[src/sv/psc_pkg.sv]
`default_nettype none
package psc_pkg;

	localparam int DATA_WIDTH = 32;
	localparam int FRAC_BITS  = 16;
	localparam int ACC_WIDTH  = 48;

	localparam int TICK_W  = 16;
	localparam int LIM_W   = DATA_WIDTH - 1;
	localparam int DIFF_W  = DATA_WIDTH + 1;
	localparam int CH_W    = TICK_W;
	localparam int MUL_W   = DATA_WIDTH + CH_W + 1;
	localparam int OPD_MIN = (DIFF_W > ACC_WIDTH) ? DIFF_W : ACC_WIDTH;
	localparam int NCHUNK  = (OPD_MIN + CH_W - 1) / CH_W;
	localparam int OPD_W   = NCHUNK * CH_W;
	localparam int CNT_W   = $clog2(NCHUNK);
	localparam int PROD_W  = DATA_WIDTH + OPD_W;
	localparam int SUM_W   = PROD_W - FRAC_BITS + 2;
	localparam int ISUM_W  = ((ACC_WIDTH > MUL_W) ? ACC_WIDTH : MUL_W) + 1;

	localparam int CFG_IDX_W = 3;
	localparam logic [TICK_W-1:0] DEFAULT_PERIOD_RST = TICK_W'(4);

	typedef enum logic [CFG_IDX_W-1:0] {
		REG_PROP_GAIN      = 3'd0,
		REG_INTEG_GAIN     = 3'd1,
		REG_DERIV_GAIN     = 3'd2,
		REG_INTEG_LIMIT    = 3'd3,
		REG_OUT_LIMIT      = 3'd4,
		REG_DEFAULT_PERIOD = 3'd5
	} cfg_reg_t;

	typedef enum logic [1:0] {
		TERM_TICKS,
		TERM_P,
		TERM_I,
		TERM_D
	} term_t;

	typedef struct packed {
		logic signed [DATA_WIDTH-1:0] prop_gain;
		logic signed [DATA_WIDTH-1:0] integ_gain;
		logic signed [DATA_WIDTH-1:0] deriv_gain;
		logic [LIM_W-1:0]             integ_limit;
		logic [LIM_W-1:0]             out_limit;
		logic [TICK_W-1:0]            default_period;
	} cfg_t;

	typedef struct packed {
		logic             load;
		logic             err_en;
		logic             div_start;
		logic             sum_clr;
		logic             mul_en;
		logic             mul_acc;
		term_t            mul_term;
		logic [CNT_W-1:0] mul_chunk;
		logic             mul_last;
		logic             int_add;
		logic             int_clamp;
		logic             finish;
		logic             out_load;
	} dp_cmd_t;

	typedef struct packed {
		logic div_busy;
	} dp_sts_t;

endpackage
`default_nettype wire

[src/sv/psc_div.sv]
`default_nettype none
module psc_div import psc_pkg::*; (
	input  wire logic                     clk,
	input  wire logic                     arst_n,
	input  wire logic                     start,
	input  wire logic signed [DIFF_W-1:0] num,
	input  wire logic [TICK_W-1:0]        den,
	output logic                          busy,
	output logic signed [DIFF_W-1:0]      quot
);

	localparam int DCNT_W = $clog2(DATA_WIDTH);

	logic                     busy_q;
	logic                     fix_q;
	logic [DCNT_W-1:0]        cnt_q;
	logic [TICK_W-1:0]        rem_q;
	logic [TICK_W-1:0]        den_q;
	logic [DATA_WIDTH-1:0]    quo_q;
	logic                     neg_q;
	logic signed [DIFF_W-1:0] quot_q;

	logic [DIFF_W-1:0] mag;
	logic [TICK_W:0]   trial;
	logic [TICK_W:0]   trial_sub;
	logic              fits;

	always_comb begin
		mag       = num[DIFF_W-1] ? DIFF_W'(-num) : DIFF_W'(num);
		trial     = {rem_q, quo_q[DATA_WIDTH-1]};
		trial_sub = trial - {1'b0, den_q};
		fits      = (trial >= {1'b0, den_q});
	end

	always_ff @(posedge clk or negedge arst_n) begin
		if (!arst_n) begin
			busy_q <= 1'b0;
			fix_q  <= 1'b0;
			cnt_q  <= '0;
		end else if (start) begin
			busy_q <= 1'b1;
			fix_q  <= 1'b0;
			cnt_q  <= '0;
		end else if (busy_q) begin
			if (fix_q) begin
				busy_q <= 1'b0;
				fix_q  <= 1'b0;
			end else if (cnt_q == DCNT_W'(DATA_WIDTH - 1)) begin
				fix_q <= 1'b1;
			end else begin
				cnt_q <= cnt_q + 1'b1;
			end
		end
	end

	always_ff @(posedge clk) begin
		if (start) begin
			quo_q <= mag[DATA_WIDTH-1:0];
			rem_q <= '0;
			den_q <= den;
			neg_q <= num[DIFF_W-1];
		end else if (busy_q && !fix_q) begin
			rem_q <= fits ? trial_sub[TICK_W-1:0] : trial[TICK_W-1:0];
			quo_q <= {quo_q[DATA_WIDTH-2:0], fits};
		end else if (busy_q && fix_q) begin
			quot_q <= neg_q ? -signed'({1'b0, quo_q}) : signed'({1'b0, quo_q});
		end
	end

	assign busy = busy_q;
	assign quot = quot_q;

endmodule
`default_nettype wire

[src/sv/psc_dp.sv]
`default_nettype none
module psc_dp import psc_pkg::*; (
	input  wire logic                         clk,
	input  wire logic                         arst_n,
	input  wire dp_cmd_t                      cmd,
	input  wire cfg_t                         cfg,
	input  wire logic                         op,
	input  wire logic signed [DATA_WIDTH-1:0] setpoint,
	input  wire logic signed [DATA_WIDTH-1:0] measured,
	input  wire logic [TICK_W-1:0]            step_ticks,
	output dp_sts_t                           sts,
	output logic signed [DATA_WIDTH-1:0]      drive,
	output logic                              clamped
);

	logic signed [DATA_WIDTH-1:0] sp_q;
	logic signed [DATA_WIDTH-1:0] ms_q;
	logic [TICK_W-1:0]            ticks_q;
	logic signed [DATA_WIDTH-1:0] err_q;
	logic signed [DATA_WIDTH-1:0] last_err_q;
	logic signed [ACC_WIDTH-1:0]  integral_q;
	logic signed [ISUM_W-1:0]     isum_q;
	logic signed [MUL_W-1:0]      p_s1;
	logic [CNT_W-1:0]             k_s1;
	logic                         acc_en_s1;
	logic                         last_s1;
	logic signed [PROD_W-1:0]     acc_q;
	logic                         fin_s2;
	logic signed [SUM_W-1:0]      sum_q;
	logic signed [DATA_WIDTH-1:0] drv_q;
	logic                         clp_q;
	logic signed [DATA_WIDTH-1:0] drive_q;
	logic                         clamped_q;

	logic [TICK_W-1:0]            tk_sel;
	logic signed [DIFF_W-1:0]     dif;
	logic signed [DATA_WIDTH-1:0] err_sat;
	logic signed [DIFF_W-1:0]     div_num;
	logic signed [DIFF_W-1:0]     div_quot;
	logic                         div_busy;
	logic signed [OPD_W-1:0]      opd;
	logic [CH_W-1:0]              chunk;
	logic signed [DATA_WIDTH-1:0] mul_a;
	logic signed [CH_W:0]         mul_b;
	logic signed [MUL_W-1:0]      prod;
	logic signed [PROD_W-1:0]     addend;
	logic signed [PROD_W-1:0]     acc_sh;
	logic signed [ISUM_W-1:0]     ilim;
	logic signed [ISUM_W-1:0]     amax;
	logic signed [ISUM_W-1:0]     icl;
	logic signed [SUM_W-1:0]      olim;
	logic signed [SUM_W-1:0]      omax;
	logic signed [SUM_W-1:0]      ores;
	logic                         oclp;

	psc_div u_div (
		.clk    (clk),
		.arst_n (arst_n),
		.start  (cmd.div_start),
		.num    (div_num),
		.den    (ticks_q),
		.busy   (div_busy),
		.quot   (div_quot)
	);

	always_comb begin
		if (step_ticks != '0) begin
			tk_sel = step_ticks;
		end else if (cfg.default_period != '0) begin
			tk_sel = cfg.default_period;
		end else begin
			tk_sel = TICK_W'(1);
		end

		dif = DIFF_W'(sp_q) - DIFF_W'(ms_q);
		if (dif[DIFF_W-1] != dif[DIFF_W-2]) begin
			err_sat = {dif[DIFF_W-1], {(DATA_WIDTH-1){~dif[DIFF_W-1]}}};
		end else begin
			err_sat = dif[DATA_WIDTH-1:0];
		end
		div_num = DIFF_W'(err_q) - DIFF_W'(last_err_q);

		case (cmd.mul_term)
			TERM_P: begin
				mul_a = cfg.prop_gain;
				opd   = OPD_W'(err_q);
			end
			TERM_I: begin
				mul_a = cfg.integ_gain;
				opd   = OPD_W'(integral_q);
			end
			TERM_D: begin
				mul_a = cfg.deriv_gain;
				opd   = OPD_W'(div_quot);
			end
			default: begin
				mul_a = err_q;
				opd   = '0;
			end
		endcase
		chunk = opd[cmd.mul_chunk*CH_W +: CH_W];
		if (cmd.mul_term == TERM_TICKS) begin
			mul_b = signed'({1'b0, ticks_q});
		end else if (cmd.mul_chunk == CNT_W'(NCHUNK - 1)) begin
			mul_b = signed'({chunk[CH_W-1], chunk});
		end else begin
			mul_b = signed'({1'b0, chunk});
		end
		prod = mul_a * mul_b;

		addend = PROD_W'(p_s1) <<< (CH_W * k_s1);
		acc_sh = acc_q >>> FRAC_BITS;

		ilim = signed'(ISUM_W'(cfg.integ_limit));
		amax = signed'(ISUM_W'({(ACC_WIDTH-1){1'b1}}));
		if (cfg.integ_limit != '0) begin
			if (isum_q > ilim) begin
				icl = ilim;
			end else if (isum_q < -ilim) begin
				icl = -ilim;
			end else begin
				icl = isum_q;
			end
		end else begin
			if (isum_q > amax) begin
				icl = amax;
			end else if (isum_q < ~amax) begin
				icl = ~amax;
			end else begin
				icl = isum_q;
			end
		end

		olim = signed'(SUM_W'(cfg.out_limit));
		omax = signed'(SUM_W'({(DATA_WIDTH-1){1'b1}}));
		oclp = 1'b1;
		if (cfg.out_limit != '0) begin
			if (sum_q > olim) begin
				ores = olim;
			end else if (sum_q < -olim) begin
				ores = -olim;
			end else begin
				ores = sum_q;
				oclp = 1'b0;
			end
		end else begin
			if (sum_q > omax) begin
				ores = omax;
			end else if (sum_q < ~omax) begin
				ores = ~omax;
			end else begin
				ores = sum_q;
				oclp = 1'b0;
			end
		end
	end

	always_ff @(posedge clk or negedge arst_n) begin
		if (!arst_n) begin
			integral_q <= '0;
			last_err_q <= '0;
			acc_en_s1  <= 1'b0;
			fin_s2     <= 1'b0;
		end else begin
			acc_en_s1 <= cmd.mul_en && cmd.mul_acc;
			fin_s2    <= acc_en_s1 && last_s1;
			if (cmd.load && op) begin
				integral_q <= '0;
				last_err_q <= '0;
			end else if (cmd.int_clamp) begin
				integral_q <= icl[ACC_WIDTH-1:0];
			end else if (cmd.finish) begin
				last_err_q <= err_q;
			end
		end
	end

	always_ff @(posedge clk) begin
		if (cmd.load) begin
			sp_q    <= setpoint;
			ms_q    <= measured;
			ticks_q <= tk_sel;
		end
		if (cmd.load && op) begin
			drv_q <= '0;
			clp_q <= 1'b0;
		end else if (cmd.finish) begin
			drv_q <= ores[DATA_WIDTH-1:0];
			clp_q <= oclp;
		end
		if (cmd.err_en) begin
			err_q <= err_sat;
		end
		if (cmd.mul_en) begin
			p_s1    <= prod;
			k_s1    <= cmd.mul_chunk;
			last_s1 <= cmd.mul_last;
		end
		if (cmd.int_add) begin
			isum_q <= ISUM_W'(integral_q) + ISUM_W'(p_s1);
		end
		if (acc_en_s1) begin
			acc_q <= ((k_s1 == '0) ? '0 : acc_q) + addend;
		end
		if (cmd.sum_clr) begin
			sum_q <= '0;
		end else if (fin_s2) begin
			sum_q <= sum_q + signed'(SUM_W'(acc_sh));
		end
		if (cmd.out_load) begin
			drive_q   <= drv_q;
			clamped_q <= clp_q;
		end
	end

	assign sts.div_busy = div_busy;
	assign drive        = drive_q;
	assign clamped      = clamped_q;

endmodule
`default_nettype wire

[src/sv/psc_ctrl.sv]
`default_nettype none
module psc_ctrl import psc_pkg::*; (
	input  wire logic    clk,
	input  wire logic    arst_n,
	input  wire logic    step_valid,
	input  wire logic    op,
	input  wire logic    result_stall,
	input  wire dp_sts_t sts,
	output logic         step_stall,
	output logic         result_valid,
	output dp_cmd_t      cmd
);

	typedef enum logic [3:0] {
		S_IDLE,
		S_ERR,
		S_DIFF,
		S_IADD,
		S_ICLAMP,
		S_PMUL,
		S_IMUL,
		S_DWAIT,
		S_DMUL,
		S_DRAIN,
		S_FIN,
		S_OUT
	} state_t;

	state_t           state_q;
	logic [CNT_W-1:0] cnt_q;
	logic             result_valid_q;
	logic             chunk_last;

	assign chunk_last = (cnt_q == CNT_W'(NCHUNK - 1));

	always_comb begin
		cmd           = '0;
		cmd.mul_term  = TERM_TICKS;
		cmd.mul_chunk = cnt_q;
		cmd.mul_last  = chunk_last;
		case (state_q)
			S_IDLE:   cmd.load = step_valid;
			S_ERR:    cmd.err_en = 1'b1;
			S_DIFF: begin
				cmd.div_start = 1'b1;
				cmd.sum_clr   = 1'b1;
				cmd.mul_en    = 1'b1;
			end
			S_IADD:   cmd.int_add = 1'b1;
			S_ICLAMP: cmd.int_clamp = 1'b1;
			S_PMUL: begin
				cmd.mul_en   = 1'b1;
				cmd.mul_acc  = 1'b1;
				cmd.mul_term = TERM_P;
			end
			S_IMUL: begin
				cmd.mul_en   = 1'b1;
				cmd.mul_acc  = 1'b1;
				cmd.mul_term = TERM_I;
			end
			S_DMUL: begin
				cmd.mul_en   = 1'b1;
				cmd.mul_acc  = 1'b1;
				cmd.mul_term = TERM_D;
			end
			S_FIN:    cmd.finish = 1'b1;
			S_OUT:    cmd.out_load = !result_valid_q || !result_stall;
			default:  ;
		endcase
	end

	always_ff @(posedge clk or negedge arst_n) begin
		if (!arst_n) begin
			state_q        <= S_IDLE;
			cnt_q          <= '0;
			result_valid_q <= 1'b0;
		end else begin
			if (cmd.out_load) begin
				result_valid_q <= 1'b1;
			end else if (!result_stall) begin
				result_valid_q <= 1'b0;
			end
			case (state_q)
				S_IDLE: begin
					cnt_q <= '0;
					if (step_valid) begin
						state_q <= op ? S_OUT : S_ERR;
					end
				end
				S_ERR:    state_q <= S_DIFF;
				S_DIFF:   state_q <= S_IADD;
				S_IADD:   state_q <= S_ICLAMP;
				S_ICLAMP: state_q <= S_PMUL;
				S_PMUL: begin
					cnt_q <= chunk_last ? '0 : cnt_q + 1'b1;
					if (chunk_last) begin
						state_q <= S_IMUL;
					end
				end
				S_IMUL: begin
					cnt_q <= chunk_last ? '0 : cnt_q + 1'b1;
					if (chunk_last) begin
						state_q <= S_DWAIT;
					end
				end
				S_DWAIT: begin
					if (!sts.div_busy) begin
						state_q <= S_DMUL;
					end
				end
				S_DMUL: begin
					cnt_q <= chunk_last ? '0 : cnt_q + 1'b1;
					if (chunk_last) begin
						state_q <= S_DRAIN;
					end
				end
				S_DRAIN: begin
					if (cnt_q == CNT_W'(1)) begin
						cnt_q   <= '0;
						state_q <= S_FIN;
					end else begin
						cnt_q <= cnt_q + 1'b1;
					end
				end
				S_FIN:    state_q <= S_OUT;
				S_OUT: begin
					if (cmd.out_load) begin
						state_q <= S_IDLE;
					end
				end
				default:  state_q <= S_IDLE;
			endcase
		end
	end

	assign step_stall   = (state_q != S_IDLE);
	assign result_valid = result_valid_q;

endmodule
`default_nettype wire

[src/sv/pid_step_with_clamps.sv]
// Channel  Handshake            Payload
// step     step_valid/stall     op, setpoint, measured, step_ticks
// result   result_valid/stall   drive, clamped
// config   cfg_valid/ready      cfg_index, cfg_data
//
// A compute item spends most of its time between accepts in the 32-step iterative
// divider that forms the derivative; the gain products share one 32x17 multiplier.
// A clear item goes straight to the output stage. One item is in work at a time, and
// the next item is taken while the previous result waits in the output register.
// While that result is stalled, the next finished item waits and the input stalls.
// Reset clears the integral and the last error and returns the registers to reset values.
`default_nettype none
module pid_step_with_clamps import psc_pkg::*; (
	input  wire logic                         clk,
	input  wire logic                         arst_n,
	input  wire logic                         step_valid,
	output logic                              step_stall,
	input  wire logic                         op,
	input  wire logic signed [DATA_WIDTH-1:0] setpoint,
	input  wire logic signed [DATA_WIDTH-1:0] measured,
	input  wire logic [TICK_W-1:0]            step_ticks,
	output logic                              result_valid,
	input  wire logic                         result_stall,
	output logic signed [DATA_WIDTH-1:0]      drive,
	output logic                              clamped,
	input  wire logic                         cfg_valid,
	output logic                              cfg_ready,
	input  wire logic [CFG_IDX_W-1:0]         cfg_index,
	input  wire logic [DATA_WIDTH-1:0]        cfg_data
);

	cfg_t    cfg_q;
	dp_cmd_t cmd;
	dp_sts_t sts;

	assign cfg_ready = 1'b1;

	always_ff @(posedge clk or negedge arst_n) begin
		if (!arst_n) begin
			cfg_q.prop_gain      <= '0;
			cfg_q.integ_gain     <= '0;
			cfg_q.deriv_gain     <= '0;
			cfg_q.integ_limit    <= '0;
			cfg_q.out_limit      <= '0;
			cfg_q.default_period <= DEFAULT_PERIOD_RST;
		end else if (cfg_valid && cfg_ready) begin
			case (cfg_index)
				REG_PROP_GAIN:      cfg_q.prop_gain <= signed'(cfg_data);
				REG_INTEG_GAIN:     cfg_q.integ_gain <= signed'(cfg_data);
				REG_DERIV_GAIN:     cfg_q.deriv_gain <= signed'(cfg_data);
				REG_INTEG_LIMIT:    cfg_q.integ_limit <= cfg_data[LIM_W-1:0];
				REG_OUT_LIMIT:      cfg_q.out_limit <= cfg_data[LIM_W-1:0];
				REG_DEFAULT_PERIOD: cfg_q.default_period <= cfg_data[TICK_W-1:0];
				default:            ;
			endcase
		end
	end

	psc_ctrl u_ctrl (
		.clk          (clk),
		.arst_n       (arst_n),
		.step_valid   (step_valid),
		.op           (op),
		.result_stall (result_stall),
		.sts          (sts),
		.step_stall   (step_stall),
		.result_valid (result_valid),
		.cmd          (cmd)
	);

	psc_dp u_dp (
		.clk        (clk),
		.arst_n     (arst_n),
		.cmd        (cmd),
		.cfg        (cfg_q),
		.op         (op),
		.setpoint   (setpoint),
		.measured   (measured),
		.step_ticks (step_ticks),
		.sts        (sts),
		.drive      (drive),
		.clamped    (clamped)
	);

endmodule
`default_nettype wire

[config.mk]
export PLATFORM = sky130hd
export DESIGN_NAME = pid_step_with_clamps
export DESIGN_NICKNAME = d
export VERILOG_FILES = /design/src/sv/psc_pkg.sv /design/src/sv/psc_div.sv /design/src/sv/psc_dp.sv /design/src/sv/psc_ctrl.sv /design/src/sv/pid_step_with_clamps.sv
export SDC_FILE = /design/constraint.sdc
export NUM_CORES = 2
export LEC_CHECK = 0
export BUFFER_PORTS_ARGS = -buffer_cell sky130_fd_sc_hd__buf_2
export CAP_MARGIN = 10
export CORE_ASPECT_RATIO = 0.6
export CORE_MARGIN = 4
export CORE_UTILIZATION = 56
export DETAILED_ROUTE_END_ITERATION = 10
export PLACE_DENSITY = 0.72
export SETUP_SLACK_MARGIN = 0.15
export SYNTH_ARGS = -nofsm -noshare
export SYNTH_HDL_FRONTEND = slang
export SYNTH_SLANG_ARGS = --single-unit
[constraint.sdc]
create_clock -name clk -period 11.25 [get_ports clk]
set_clock_uncertainty 0.15 [all_clocks]
set_input_delay 1.6875 -clock clk [delete_from_list [all_inputs] [get_ports clk]]
set_output_delay 1.6875 -clock clk [all_outputs]
set_load 0.02 [all_outputs]
==> results.py <==
metrics = {
    "global_routing": {
        "grt_pass1_vias": 57350,
        "gr-usage-all-layers_pct": 37.69,
        "antenna_found_initial": 21,
        "grt_max_degree": 96,
        "grt_pass1_wl_um": 382000,
        "grt.overflow.total": 0,
    },
    "critical_path": {
        "cpPeakStageDelay_ns": 0.82,
        "cp_max_fo": 66,
        "worst_path_max_delay_cell": "nor4_1",
        "required_ns": 11.52,
        "cp_common_cell": "fa_1",
        "path_class": "reg -> reg",
        "cp.arrival_ns": 10.75,
        "r2r_cells": 30,
        "end_kind": "flip-flop",
        "start_kind": "flip-flop",
    },
    "synth": {
        "syn_avg_cell_area_sq_um": 9.149,
        "ys_warn_count": 0,
        "ys_ff_latch": 794,
        "syn_inst": 7967,
        "ys_seq_area_share_pct": 29.28,
        "synth_cell_types": 98,
        "synth_nets": 9186,
        "synthFlopType": "edfxtp_1",
        "async_flop_share_pct": 34.01,
        "synth_edf_count": 409,
        "synth_area_sq_um": 72890,
    },
    "finish": {
        "design_area_sq_um": 78520,
        "regArea_sq_um": 21350,
        "final_common_cell": "inv_1",
        "multiInputGateArea_sq_um": 47010,
        "area_delta_synth_final_pct": 7.725,
        "layout_common_cells": "inv_1 (891), nand2_1 (847), nor2_1 (619)",
        "nets": 9183,
        "nFillCells": 11150,
        "final_layout_size_suffix_gt1_share_pct": 8.454,
    },
    "clock_network": {
        "cts.hold.buffers_added": 0,
        "htree_num_levels": 3,
        "cts_made_buffers": 82,
        "clock_path_buffers": 3,
        "clk_pin_slew_worst_paths_ns": 0.07,
        "clock-sinks": 794,
        "cts_root_buffer": "clkbuf_16",
        "post-cts-setup-buffers": 0,
        "postCtsResizedCells": 0,
        "clkLatencyLatePin_ns": 0.70,
        "cts_tree": "built",
    },
    "floorplanning": {
        "start_util_pct": 56.43,
        "num_rows": 102,
        "die_w_um": 473.8,
        "core_area_sq_um": 129200,
        "die_h_um": 287.5,
        "ioPinCount": 157,
        "die_area_sq_um": 136200,
    },
    "drt": {
        "final_antenna_net_count": 0,
        "via_count": 61960,
        "wl_per_cell_um": 26.53,
        "firstDrtPassIters": 6,
        "avgViaCountPerCell": 6.337,
        "drc": 0,
        "initialDrtViolationCount": 8407,
        "wirelength_um": 259400,
    },
    "timing": {
        "hold_viol_final": 0,
        "slew_headroom_pct": 17.66,
        "rsz0062_at_grt": "false",
        "max_clock_freq_mhz": 95.45,
        "timing.final.crit_share_pct": 93.13,
        "finalSetupViolations": 0,
        "hold_ws_ns": 0.2855,
        "maxSlewViolCount": 0,
        "finalCriticalPeriod_ns": 10.48,
        "worst_slew_pin_slew_ns": 1.220,
        "setup_tns_ns": 0,
    },
    "status": {
        "status": "complete, no violations",
    },
    "placement": {
        "dp_hpwl_um": 207600,
        "placed_cell_area_sq_um": 75610,
        "routabilityCongestion": 1.056,
        "io_buffer_count": 155,
    },
    "run": {
        "max_cap_violations": 0,
    },
    "hold_path": {
        "whs_path_depth": 0,
        "hold_path.class": "reg -> reg",
    },
}
## logic make-up after synthesis
family,Yosys count,share of synthesized area [%]
flops,794,29.28
fa+ha+maj,1105,24.37
compound gates,1817,16.09
buf+inv,1262,6.552
xor+xnor,406,4.889
simple gates,2287,14.47
other cells,1,0.005145
mux,295,4.340
## metrics by stage
stage | worst slack, ns | std cells | util [%]
5_1_grt | 0.2492 | 9758 | 60.76
6_report | 0.7732 | 9777 | 60.79
3_3_place_gp | 1.205 | 9596 | 58.54
4_1_cts | 0.9905 | 9748 | 60.74
3_5_place_dp | 1.022 | 9596 | 58.54
2_1_floorplan | 2.256 | 7967 | -
## state kept, by name (all words and copies together), names as in the netlist, 2 cells and up
| name | count |
|---|---|
| u_dp.sum_q | 66 |
| u_dp.p_s1 | 49 |
| u_ctrl.cnt_q | 2 |
| u_dp.drv_q | 32 |
| u_dp.sp_q | 32 |
| u_dp.isum_q | 50 |
| u_dp.acc_q | 80 |
| u_ctrl.state_q | 4 |
| u_dp.integral_q | 48 |
| u_dp.drive | 32 |
| u_dp.ticks_q | 16 |
| u_dp.u_div.cnt_q | 5 |
| u_dp.k_s1 | 2 |
| u_dp.u_div.quot | 33 |
| u_dp.err_q | 32 |
| u_dp.u_div.quo_q | 32 |
| cfg_q | 174 |
| u_dp.u_div.rem_q | 16 |
| u_dp.u_div.den_q | 16 |
| u_dp.ms_q | 32 |
| u_dp.last_err_q | 32 |
## path summary, 6_finish.rpt
check,from,endpoint,slack [ns]
min in group asynchronous,arst_n,cfg_q[26],0.89
min reg2reg,u_dp.drv_q[30],u_dp.drive[30],0.29
max reg2reg,u_ctrl.state_q[3],u_dp.p_s1[47],0.77
max in group asynchronous,arst_n,u_dp.last_err_q[31],8.44
min,u_dp.drv_q[30],u_dp.drive[30],0.29
max,u_ctrl.state_q[3],u_dp.p_s1[47],0.77
## final cells by class
| cell class | count | share of cell area [%] |
|---|---|---|
| repair buffers | 280 | 2.228 |
| flip-flops and latches | 794 | 27.19 |
| inverters | 895 | 4.279 |
| clock inverters | 50 | 0.7075 |
| clock buffers | 102 | 2.905 |
| diodes | 29 | 0.09243 |
| well taps | 1716 | 2.735 |
| multi-input cells | 5911 | 59.87 |
## cells in the mapped netlist (49+ instances only)
cell	number	share of area, %
a211oi_1	60	0.62
a21o_1	308	3.2
a21oi_1	542	3.7
and3_1	49	0.42
clkbuf_1	302	1.6
dfrtp_1	269	9.2
dfxtp_1	115	3.2
edfxtp_1	409	17
fa_1	527	14
ha_1	571	9.8
inv_1	892	4.6
mux2_2	168	2.6
mux2i_1	127	1.7
nand2_1	850	4.4
nand2b_1	84	0.72
nand3_1	98	0.67
nand4_1	115	0.99
nor2_1	627	3.2
nor2b_1	146	1.3
nor3_1	98	0.67
nor4_1	59	0.51
o21a_1	69	0.71
o21ai_0	329	2.3
o31ai_1	66	0.68
xnor2_1	287	3.4
xor2_1	118	1.4
## metal layers
metal	routed length, um	GRT usage [%]	vias up
met5	535	3.305	-
met4	7717	9.963	20
met3	44550	19.34	449
met2	91120	44.59	3774
met1	115400	57.90	30200
li1	-	-	27520
## worst max-delay path, delay by kind of cell (launching register included)
family                   cells  cell delay, ns
AND/OR/NAND/NOR             11            3.10
AO/OA/AOI/OAI                4            1.61
XOR/XNOR                     1            0.11
adder cells (fa/ha/maj)      7            3.47
flip-flops                   1            0.71
buffers and inverters        7            1.01
Power is not shown: default switching activity piles up to over one toggle a cycle in this logic, so the estimate is an artifact.
